File: src/design/lzw_pkg.sv
// Shared types and constants for the LZW byte stream compressor.
package lzw_pkg;
	localparam int DictEntriesDefault = 4096;
	localparam int LiteralCodes = 256;
	localparam int CodeWidth = 12;
	localparam int ByteWidth = 8;
	localparam int QueueDepth = 2;

	// Word passed from the front part to the back part.
	typedef struct packed {
		logic [ByteWidth-1:0] data_byte;
		logic                 last_byte;
	} in_word_t;

	// Back part sequencer states.
	typedef enum logic [2:0] {
		ST_IDLE,
		ST_PROBE,
		ST_CHECK,
		ST_EMIT_PREFIX,
		ST_EMIT_FINAL
	} back_state_t;
endpackage

File: src/design/lzw_front.sv
// Front part: accepts input words into a short queue.
module lzw_front (
	input  logic                clk,
	input  logic                arst_n,
	input  logic                in_valid,
	output logic                in_ready,
	input  lzw_pkg::in_word_t   in_word,
	output logic                q_valid,
	input  logic                q_pop,
	output lzw_pkg::in_word_t   q_word
);
	import lzw_pkg::*;

	in_word_t       mem_q [QueueDepth];
	logic           wr_q, rd_q;
	logic [1:0]     cnt_q;
	logic           push;

	assign in_ready = (cnt_q != 2'(QueueDepth));
	assign push = in_valid && in_ready;
	assign q_valid = (cnt_q != 2'd0);
	assign q_word = mem_q[rd_q];

	// Queue storage.
	always_ff @(posedge clk) begin
		if (push) mem_q[wr_q] <= in_word;
	end

	// Queue pointers and fill count.
	always_ff @(posedge clk or negedge arst_n) begin
		if (!arst_n) begin
			wr_q <= 1'b0;
			rd_q <= 1'b0;
			cnt_q <= 2'd0;
		end else begin
			if (push) wr_q <= ~wr_q;
			if (q_pop) rd_q <= ~rd_q;
			cnt_q <= cnt_q + 2'(push) - 2'(q_pop);
		end
	end

	assert property (@(posedge clk) disable iff (!arst_n) q_pop |-> q_valid)
		else $error("pop from empty queue");
	assert property (@(posedge clk) disable iff (!arst_n) cnt_q <= 2'(QueueDepth))
		else $error("queue overflow");
	assert property (@(posedge clk) disable iff (!arst_n)
		(push && !q_pop) |=> cnt_q == $past(cnt_q) + 2'd1)
		else $error("fill count lost a push");
endmodule

File: config.mk
export PLATFORM = sky130hd
export DESIGN_NAME = lzw_front
export DESIGN_NICKNAME = d
export VERILOG_FILES = /design/src/design/lzw_pkg.sv /design/src/design/lzw_front.sv
export SDC_FILE = /design/constraint.sdc
export NUM_CORES = 1
export LEC_CHECK = 0
export ABC_AREA = 1
export BUFFER_PORTS_ARGS = -buffer_cell sky130_fd_sc_hd__buf_4
export CORE_MARGIN = 1
export CORE_UTILIZATION = 45
export CTS_CLUSTER_SIZE = 16
export DETAILED_ROUTE_END_ITERATION = 10
export PLACE_DENSITY = 0.73
export SYNTH_ARGS = -nofsm -noshare
export SYNTH_HDL_FRONTEND = slang
export SYNTH_SLANG_ARGS = --single-unit
File: constraint.sdc
create_clock -name clk -period 1.3 [get_ports clk]
set_clock_uncertainty 0.1 [all_clocks]
set_input_delay 0.065 -clock clk [delete_from_list [all_inputs] [get_ports clk]]
set_output_delay 0.065 -clock clk [all_outputs]
set_load 0.005 [all_outputs]
======== Word-level counts from Yosys, hierarchy flattened ========
Memories as Yosys holds them, arrays and structs flattened.
Cells that the tools add are included.
word-level totals
  bits in registers ....................... 4
  bits in latches ......................... 0
  bits in writable memories ............... 18
  ROM bits ................................ 0
  word-level logic and storage cells ...... 13
  memories kept ........................... 1
operators by class
  $add $sub $neg .......................... 2
  $mul .................................... 0
  div/mod/pow operators ................... 0
  $lt $le $gt $ge ......................... 0
  equal/unequal tests ..................... 1
  shift operators ......................... 0
  multiplexer cells ....................... 2
  bitwise gates (word level) .............. 2
  reductions and logical operators ........ 2
memory list
  memory  words  bits a word  read ports  clocked after memory_dff  wr ports  RTL line         source
  mem_q   2      9            1           0                         1         lzw_front.sv:14  in_word_t mem_q [QueueDepth];
operators with widths
  operator            count
  $add 2x1->2         1
  $mux 1              2
  $ne 2x2->1 const B  1
  $not 1->1           2
  $reduce_bool 2->1   1
  $sub 2x1->2         1
  $logic_and 1x1->1   1

======== Depth between registers and ports, before layout ========
Gate-level depths: netlist of run 1.
  word-level depth ........................ 4
  mapped depth ............................ 12

======== Worst setup path before layout of run 1 ========
OpenSTA, ideal clock, no wires.
  path kind ............................... reg2reg
  start point ............................. register cnt_q[1]
  end point ............................... memory mem_q[1][0] (netlist name), enable pin
  setup time .............................. 0.376 ns
  arrival time ............................ 1.001 ns
  required time ........................... 0.824 ns
  setup slack ............................. -0.177 ns
  stages on the path, launching flop included .. 4
  path buffers ............................ 0
  cell sequence ........................... dfrtp_1 > nand2_2 > nand2_2 > nor2_1
on the way
  word-level cells in the longest chain between the ends .. 4
RTL lines
  item                          RTL line         source
  start: declaration            lzw_front.sv:16  logic [1:0] cnt_q;
  start signal: assignment      lzw_front.sv:38  cnt_q <= cnt_q + 2'(push) - 2'(q_pop);
  $ne 2x2->1                    lzw_front.sv:19  assign in_ready = (cnt_q != 2'(QueueDepth));
  net in_ready                  lzw_front.sv:6   output logic in_ready,
  $logic_and 1x1->1             lzw_front.sv:20  assign push = in_valid && in_ready;
  $mux 1                        lzw_front.sv:26  if (push) mem_q[wr_q] <= in_word;
  $mux 1 (not written as such)  lzw_front.sv:26
  end: declaration              lzw_front.sv:14
The timed path passes the listed nets, and every way through them passes these cells.

==> flow_summary.json, run 1 <==
{
  "hp-start": "q_pop",
  "dp_hpwl_um": 1040,
  "io_pins": 24,
  "rows": 15,
  "die_h_um": 46.68,
  "antenna_cells": 0,
  "yosysSeqAreaShare_pct": 71.31,
  "post_dp_cell_area_um2": 1164,
  "rsz0062_at_grt": "true",
  "ys_ff_latch": 22,
  "vias": 622,
  "final_net_count": 123,
  "cp.arrival_ps": 1310,
  "via_per_inst": 4.677,
  "p_leak_uw": 0.0006389,
  "p_clk_share_pct": 11.1,
  "sw_frac_of_total_pct": 30.25,
  "status": "finished with violations",
  "layout_commonest_cell": "buf_4",
  "setup_violations": 29,
  "wl_um": 1947,
  "timing.rr.end": "cnt_q[1]",
  "cpMaxStageDelayCell": "dfrtp_2",
  "cts_buffers": 3,
  "worstPathMaxFanout": 5,
  "hold_end": "cnt_q[0]",
  "critPathBufInv": 2,
  "vdd_drop_max_mv": 1.677,
  "internal-power_uw": 2013,
  "post-route-min-period_ps": 1472,
  "path_delay_family": "flip-flops",
  "tightest_slew_ps": 213.4,
  "cp_common_cell": "buf_6",
  "cts_buffer_depth": 2,
  "wl_per_cell_um": 14.64,
  "overflow": 0,
  "reg2reg_depth": 11,
  "dp_cells": 111,
  "yosysUniqueCellTypes": 13,
  "synth_nets": 69,
  "regToRegStartpoint": "cnt_q[0]",
  "max_stage_delay_ps": 430,
  "start_util_pct": 49.86,
  "root_buffer": "clkbuf_4",
  "clock_sinks": 22,
  "cts_tree": "yes",
  "netlist_area_um2": 898.4,
  "die_x_um": 46.68,
  "design_area_um2": 1463,
  "antenna_left": 0,
  "failed_checks": "setup timing",
  "pwr-share-seq_pct": 37.3,
  "grt_first_pass_wirelength_um": 2739,
  "combPwrFrac_pct": 51.6,
  "maxCapViolations": 0,
  "endpoint_kind": "output pin",
  "syn_inst": 55,
  "final_cell_mix": "buf_4, edfxtp_1, buf_6",
  "worstPathCellList": "buf_6 > mux2_4 > buf_6",
  "min_path_type": "in -> reg",
  "power.density_nw_per_um2": 1973,
  "period_share_pct": 113.2,
  "grt_pass1_vias": 603,
  "netSwitchingPower_uw": 872.9,
  "drt_iter0_markers": 8,
  "layout-drive-gt1-share_pct": 55.56,
  "core_area_um2": 1802,
  "first_pass_iters": 4,
  "fillCellCount": 112,
  "antenna_found_initial": 0,
  "fin_ws_ps": -172.2,
  "final_max_slew_viol_count": 0,
  "clk_latency_ps": 300,
  "grt_max_degree": 13,
  "cts_max_level": 1,
  "drc": 0,
  "path_class": "reg -> out",
  "grt_use_total_pct": 19.54,
  "slew_headroom_pct": 85.72,
  "hold_path_depth": 4,
  "instances_no_fill": 133,
  "path_clk_slew_ps": 110,
  "hold_viol": 0,
  "rrSetupSlack_ps": -130,
  "syn_area_per_cell_um2": 16.33,
  "cp_data_required_time_ps": 1130,
  "startpoint_type": "register",
  "die_area_um2": 2179,
  "max_freq_mhz": 679.3,
  "synthToLayoutAreaGrowth_pct": 62.81,
  "io_buffers": 23,
  "gp_congestion": 0.6355,
  "yosys_warnings": 0
}
cells by family (layout without fill, tap and decap cells):
group	after synthesis	after routing	synth area share, %
buf+inv	6	59	3.343
compound gates	1	1	0.5566
fa+ha+maj	1	1	1.393
mux	9	9	15.04
simple gates	15	15	7.381
xor+xnor	1	1	0.9751
flops	22	22	71.31
what timing repair did:
item                                    CTS  global route
endpoints found under the hold margin    25             0
cloned                                    0             0
hold buffers                             13             0
resized for setup                        23             8
buffers inserted                          3             3
endpoints found under the setup margin   28            30
pin swaps                                 1             2
state kept, by name (all words and copies together) (netlist names):
signal,count
rd_q,1
cnt_q,2
mem_q,18
wr_q,1
metal layers:
metal | part of all wire (%) | track usage, %
met2 | 57 | 34.44
met5 | 0 | 0
met3 | 4.0 | 4.706
met4 | 1.7 | 10.29
met1 | 37 | 21.39
cell type report:
type	count	area (um^2)	area share [%]
timing repair buffer	50	471.7	32.25
multi-input combinational	27	272.8	18.65
clock buffer	4	26.28	1.796
sequential	22	641.9	43.88
inverter	5	18.77	1.283
tap	25	31.28	2.139
tightest hold or removal path, cell delays in order:
cell and delay (ps):
buf_4 90, nand3b_1 120, nand2_2 70, ha_4 200
power by group through the flow:
| stage | Clock [uW] | Combinational (uW) | Sequential (uW) |
|---|---|---|---|
| final | 320 | 1490 | 1080 |
| after global routing | 353 | 1600 | 1090 |
| after CTS | 316 | 1330 | 1070 |
| after detailed placement | 0 | 973 | 1140 |
| after global placement | 0 | 952 | 1130 |
| after floorplan | 0 | 580 | 1050 |
cell usage after synthesis:
cell      instances  share of area [%]
nand3_1           1               0.56
nand2_2           2                1.4
dfrtp_1           4                 11
a21oi_1           1               0.56
nand3b_1          1               0.84
inv_1             5                2.1
nand2_1           8                3.3
nor2_1            3                1.3
edfxtp_1         18                 60
ha_1              1                1.4
buf_6             1                1.3
mux2_4            9                 15
xor2_1            1               0.98
through the flow:
step	setup WS, ps	power (uW)	utilization (%)	TNS, ps	hold slack, ps
after floorplan	-40.11	1628	-	-72.86	-330.6
after detailed placement	-83.67	2110	64.58	-868.8	-233.0
after global routing	-242.8	3043	81.18	-3312	167.0
final	-172.2	2886	81.18	-2251	162.1
after CTS	-154.8	2715	78.75	-1577	147.1
after global placement	-40.44	2082	64.58	-449.7	-233.9
how the worst max path moves through the flow:
stage / from / end / depth (start not counted) / slack [ps]
3_3_place_gp: cnt_q[1] / cnt_q[1] / 11 / -40
4_1_cts: rd_q / q_word[1] / 3 / -150
5_1_grt: cnt_q[0] / cnt_q[1] / 11 / -240
2_1_floorplan: cnt_q[1] / cnt_q[1] / 11 / -40
3_5_place_dp: cnt_q[0] / cnt_q[1] / 12 / -80
6_report: rd_q / q_word[8] / 3 / -170
Power figures use the tool's default switching activity.
==> run 2: changes to the inputs <==
--- a/config.mk
+++ b/config.mk
@@ -5,13 +5,12 @@
 export SDC_FILE = /design/constraint.sdc
 export NUM_CORES = 1
 export LEC_CHECK = 0
-export ABC_AREA = 1
 export BUFFER_PORTS_ARGS = -buffer_cell sky130_fd_sc_hd__buf_4
 export CORE_MARGIN = 1
-export CORE_UTILIZATION = 45
+export CORE_UTILIZATION = 44
 export CTS_CLUSTER_SIZE = 16
 export DETAILED_ROUTE_END_ITERATION = 10
-export PLACE_DENSITY = 0.73
+export PLACE_DENSITY = 0.72
 export SYNTH_ARGS = -nofsm -noshare
 export SYNTH_HDL_FRONTEND = slang
 export SYNTH_SLANG_ARGS = --single-unit
==> run 2 against run 1 <==
The flow still finishes with violations (setup timing). Cell count is 9.8% lower. Worst setup slack improved by 18 ps. Wire length down 13%. Area after synthesis down 5.2%. Global-route usage down 0.89 points. Combinational power is 5% lower. Utilization barely moved. First-iteration DRC count decreased by 13%. Synthesized cell count decreased by 18%. Critical path depth unchanged. Sequential cell count unchanged.
==> flow_summary.json, run 2 <==
{
  "status": "finished with violations",
  "failed_checks": "setup timing",
  "setup_violations": 10,
  "yosysSeqAreaShare_pct": 75.18,
  "cts_tree": "yes",
  "period_share_pct": 111.9,
  "synth_nets": 59,
  "endpoint_kind": "output pin",
  "rows": 15,
  "gp_congestion": 0.6995,
  "maxCapViolations": 0,
  "cts_max_level": 1,
  "core_area_um2": 1764,
  "tightest_slew_ps": 276.2,
  "max_freq_mhz": 687.5,
  "die_h_um": 46.01,
  "wl_um": 1697,
  "synth_top_cell_area_share_pct": 63.44,
  "ys_ff_latch": 22,
  "rsz0062_at_grt": "true",
  "dp_hpwl_um": 998.9,
  "largest_reg_flops": 18,
  "drc": 0,
  "cts_buffers": 3,
  "final_net_count": 110,
  "grt_pass1_vias": 603,
  "fillCellCount": 101,
  "synth_top_area_cell": "edfxtp_1",
  "min_path_type": "in -> reg",
  "netlist_area_um2": 852.1,
  "cp_common_cell": "buf_6",
  "regArea_um2": 641.9,
  "utilization_pct": 81.13,
  "vias": 557,
  "antenna_left": 0,
  "yosysMostFrequentCell": "edfxtp_1",
  "cpMaxStageDelayCell": "dfrtp_2",
  "synth_ff_type": "edfxtp_1",
  "yosys_warnings": 0,
  "cts_buffer_depth": 2,
  "first_pass_iters": 3,
  "syn_inst": 45,
  "root_buffer": "clkbuf_4",
  "vdd_drop_max_mv": 1.198,
  "layout_commonest_cell": "buf_4",
  "fin_ws_ps": -154.5,
  "wl_per_cell_um": 14.14,
  "cp_data_required_time_ps": 1130,
  "multi_input_area_um2": 300.3,
  "top_register": "mem_q",
  "die_x_um": 46.01,
  "via_per_inst": 4.642,
  "synth_area_leaders": "edfxtp_1, mux2_1, dfrtp_1, xnor2_1, ha_1",
  "slew_headroom_pct": 81.59,
  "grt_max_degree": 13,
  "critPathBufInv": 2,
  "syn_area_per_cell_um2": 18.93,
  "worstPathMaxFanout": 5,
  "layout-drive-gt1-share_pct": 60.00,
  "power.density_nw_per_um2": 1955,
  "yosysUniqueCellTypes": 15,
  "post-route-min-period_ps": 1454,
  "setup.worst_path.start": "rd_q",
  "async_flop_share_pct": 18.18,
  "drt_iter0_markers": 7,
  "regToRegStartpoint": "cnt_q[0]",
  "grt_first_pass_wirelength_um": 2594,
  "worstPathCellList": "buf_6 > mux2_4 > buf_6",
  "antenna_found_initial": 0,
  "clock_sinks": 22,
  "hp-start": "in_valid",
  "grt_use_total_pct": 18.65,
  "path_clk_slew_ps": 110,
  "io_pins": 24,
  "synthToLayoutAreaGrowth_pct": 67.99,
  "hold_viol": 0,
  "start_util_pct": 48.30,
  "synth_edf_count": 18,
  "top_regs": "mem_q x18, cnt_q x2",
  "antenna_cells": 0,
  "max_stage_delay_ps": 430,
  "cp.arrival_ps": 1290,
  "final_max_slew_viol_count": 0,
  "io_buffers": 23,
  "final_cell_mix": "buf_4, edfxtp_1, buf_6",
  "path_class": "reg -> out",
  "synthTopCellsByCount": "edfxtp_1, mux2_1, dfrtp_1",
  "path_delay_family": "flip-flops",
  "overflow": 0,
  "p_leak_uw": 0.0005967,
  "die_area_um2": 2116,
  "clk_latency_ps": 290,
  "startpoint_type": "register",
  "pre_cts_slack_ps": -56.76
}
[run 2: path summary, 6_finish.rpt]
check | to | slack [ps] | depth (start not counted)
min in group asynchronous | cnt_q[1] | 560 | 3
max in group asynchronous | rd_q | 350 | 3
worst max register to register | cnt_q[0] | 10 | 4
worst min-delay path | mem_q[0][1] | 120 | 3
worst min register to register | wr_q | 550 | 1
worst max-delay path | q_word[3] | -150 | 3
[run 2: layer usage]
| layer | routed length, um | part of all wire [%] | vias to the layer above | global-route usage, % |
|---|---|---|---|---|
| met5 | 0 | 0 | - | 0 |
| met4 | 19 | 1.1 | 0 | 12.35 |
| met3 | 30 | 1.8 | 2 | 2.381 |
| met2 | 929 | 55 | 11 | 34.37 |
| met1 | 717 | 42 | 274 | 19.27 |
| li1 | - | - | 270 | - |
[run 2: worst reg2reg max path, stage by stage (launching register included)]
cell      delay (ps)
dfrtp_1          410
nand2b_4         190
nand2_8          110
xnor2_2          110
ha_2             280
[run 2: final cells by class]
type | instances | area share, %
clock buffer | 3 | 1.573
multi-input combinational | 23 | 20.98
clock inverter | 1 | 0.2622
tap | 25 | 2.185
timing repair buffer | 46 | 30.16
sequential | 22 | 44.84
[run 2: kinds of logic after synthesis]
group	share of synthesized area, %
AOI/OAI and AO/OA	2.203
xor gates and xnor gates	4.112
adders and majority gates	1.468
buffers and inverters	0.5868
DFF	75.18
muxes	11.89
and+or+nand+nor	4.552
[run 2: through the flow]
step / area [um^2] / hold WS [ps] / total power, uW / TNS (ps) / cells
final: 1431 / 117.4 / 2799 / -1326 / 120
after CTS: 1386 / 56.27 / 2717 / -1474 / 119
after global placement: 1096 / -235.0 / 1870 / -241.4 / 97
after global routing: 1431 / 112.9 / 2956 / -1998 / 120
after detailed placement: 1096 / -234.2 / 1901 / -584.5 / 97
after floorplan: 859.6 / -330.6 / 1469 / -44.80 / 45
[run 2: what timing repair did]
| item | 4_1_cts | 5_1_grt |
|---|---|---|
| endpoints found under the hold margin | 23 | 0 |
| endpoints found under the setup margin | 22 | 22 |
| hold buffers | 12 | 0 |
| resized for setup | 28 | 7 |
| cloned | 0 | 1 |
| pin swaps | 1 | 4 |
| setup buffers | 6 | 0 |
[run 2: power breakdown]
group	leakage, uW	total (uW)	switching [uW]	internal, uW
Sequential	0.000213	1090	113	982
Clock	0.0000154	296	185	112
Combinational	0.000368	1410	498	910
Total	0.000597	2800	795	2000
==> run 3: changes to the inputs <==
--- a/config.mk
+++ b/config.mk
@@ -7,10 +7,10 @@
 export LEC_CHECK = 0
 export BUFFER_PORTS_ARGS = -buffer_cell sky130_fd_sc_hd__buf_4
 export CORE_MARGIN = 1
-export CORE_UTILIZATION = 44
+export CORE_UTILIZATION = 31
 export CTS_CLUSTER_SIZE = 16
 export DETAILED_ROUTE_END_ITERATION = 10
-export PLACE_DENSITY = 0.72
+export SETUP_SLACK_MARGIN = 0.1
 export SYNTH_ARGS = -nofsm -noshare
 export SYNTH_HDL_FRONTEND = slang
 export SYNTH_SLANG_ARGS = --single-unit
==> run 3 against run 2 <==
The flow still finishes with violations (setup timing). Worst setup slack got worse by 21 ps. Fmax decreased by 1.4%. Count of clock-buffer cells in the layout unchanged. Critical path depth unchanged. Cell count increased by 5.8%. Via count increased by 1.8%. Sequential cell count unchanged. First-iteration DRC count decreased by 86%. Combinational power increased by 15%. Clock power about the same. Final area increased by 6.5%.
==> flow_summary.json, run 3 (same netlist as run 2, synthesis figures left out) <==
{
  "status": "finished with violations",
  "failed_checks": "setup timing",
  "drt_iter0_markers": 1,
  "io_buffers": 23,
  "die_area_um2": 2962,
  "max_freq_mhz": 677.8,
  "max_stage_delay_ps": 430,
  "vias": 567,
  "slew_headroom_pct": 76.82,
  "cp.arrival_ps": 1310,
  "clk_latency_ps": 290,
  "grt_use_total_pct": 12.98,
  "antenna_left": 0,
  "gp_congestion": 0.6101,
  "maxCapViolations": 0,
  "wl_um": 1692,
  "cp_data_required_time_ps": 1130,
  "path_clk_slew_ps": 120,
  "path_delay_family": "flip-flops",
  "die_h_um": 54.43,
  "reg2reg_depth": 5,
  "power.density_nw_per_um2": 1986,
  "final_max_slew_viol_count": 0,
  "worstPathCellList": "buf_12 > mux2_4 > buf_6",
  "period_share_pct": 113.5,
  "root_buffer": "clkbuf_4",
  "clock_sinks": 22,
  "p_total_uw": 3026,
  "core_area_um2": 2545,
  "hold_end": "cnt_q[1]",
  "endpoint_kind": "output pin",
  "grt_pass1_vias": 586,
  "synthToLayoutAreaGrowth_pct": 78.85,
  "tightest_slew_ps": 347.7,
  "startpoint_type": "register",
  "min_path_type": "in -> reg",
  "hold_path_depth": 4,
  "fillCellCount": 214,
  "grt_max_degree": 13,
  "setup_violations": 31,
  "fin_hold_ws_ps": 72.48,
  "io_pins": 24,
  "timing.rr.end": "mem_q[0][3]",
  "hold_viol": 0,
  "first_pass_iters": 3,
  "cpMaxStageDelayCell": "dfrtp_1",
  "utilization_pct": 59.88,
  "p_leak_uw": 0.0006295,
  "final_cell_mix": "buf_6, edfxtp_1, buf_4",
  "regToRegStartpoint": "cnt_q[1]",
  "cts_buffer_depth": 2,
  "layout_commonest_cell": "buf_6",
  "rsz0062_at_grt": "true",
  "rrSetupSlack_ps": -110,
  "rows": 18,
  "start_util_pct": 33.48,
  "drc": 0,
  "cts_max_level": 1,
  "post-route-min-period_ps": 1475,
  "via_per_inst": 4.465,
  "final_net_count": 112,
  "antenna_found_initial": 0,
  "cts_buffers": 3,
  "cts_tree": "yes",
  "largest_reg_flops": 18,
  "top_register": "mem_q",
  "hp-start": "in_valid",
  "critPathBufInv": 2,
  "top_regs": "mem_q x18, cnt_q x2",
  "overflow": 0,
  "wl_per_cell_um": 13.32,
  "layout-drive-gt1-share_pct": 60.82,
  "worstPathMaxFanout": 7,
  "vdd_drop_max_mv": 1.237,
  "antenna_cells": 0,
  "grt_first_pass_wirelength_um": 2642,
  "fin_ws_ps": -175.4,
  "die_x_um": 54.43,
  "path_depth": 3,
  "path_class": "reg -> out"
}
==> run 3: changes by cell type in the layout (fill, tap and decap cells not counted) <==
cell | before | now
dfrtp_2 | 1 | 0
and3_4 | 1 | 2
buf_4 | 19 | 14
buf_12 | 0 | 2
xnor2_1 | 2 | 1
ha_2 | 1 | 0
ha_4 | 0 | 1
dfrtp_1 | 3 | 4
xnor2_4 | 0 | 1
buf_6 | 15 | 19
==> run 3: layer usage <==
| layer | vias up | part of all wire (%) | global-route usage [%] |
|---|---|---|---|
| met1 | 274 | 44 | 16.02 |
| li1 | 277 | - | - |
| met4 | 0 | 0 | 3.846 |
| met3 | 0 | 3.0 | 2.500 |
| met2 | 16 | 53 | 22.76 |
| met5 | - | 0 | 0 |
==> run 3: area by class of cell <==
cell class / count / area, um^2 / area share, %
well taps: 30 / 37.54 / 2.463
multi-input cells: 24 / 340.3 / 22.33
repair buffers: 47 / 479.2 / 31.45
clock buffers: 3 / 22.52 / 1.478
clock inverters: 1 / 3.754 / 0.2463
flip-flops and latches: 22 / 640.6 / 42.04
==> run 3: metrics by stage <==
step / cells / setup slack (ps) / setup TNS, ps / cell area [um^2]
after floorplan: 45 / 74.64 / 0 / 875.8
after global placement: 101 / 77.32 / 0 / 1124
after detailed placement: 101 / 37.62 / 0 / 1124
after CTS: 126 / -172.0 / -2004 / 1464
after global routing: 127 / -216.5 / -3972 / 1524
final: 127 / -175.4 / -2664 / 1524
==> run 3: where the power goes <==
group	switching [uW]	internal, uW	leakage, uW
Combinational	543	1080	0.000400
Sequential	126	979	0.000214
Clock	187	112	0.0000154
Total	856	2170	0.000629
==> run 3: worst max path at each step <==
stage / start / endpoint / slack, ps
after global routing: rd_q / q_word[6] / -220
after detailed placement: cnt_q[1] / mem_q[0][5] / 40
after global placement: cnt_q[1] / mem_q[0][5] / 80
after CTS: rd_q / q_word[4] / -170
final: rd_q / q_word[1] / -180
after floorplan: cnt_q[1] / cnt_q[1] / 70
==> run 3: tightest hold or removal path, stage by stage <==
cell     delay [ps]
buf_4           140
nor3b_2          60
a21oi_2         100
xnor2_1          70
==> run 3: what timing repair did <==
| item | CTS | global route |
|---|---|---|
| pin swaps | 5 | 4 |
| setup endpoints to repair | 30 | 32 |
| gates resized for setup | 30 | 8 |
| gates cloned | 2 | 0 |
| hold buffers | 12 | 0 |
| buffers inserted | 7 | 1 |
| endpoints found under the hold margin | 23 | 0 |
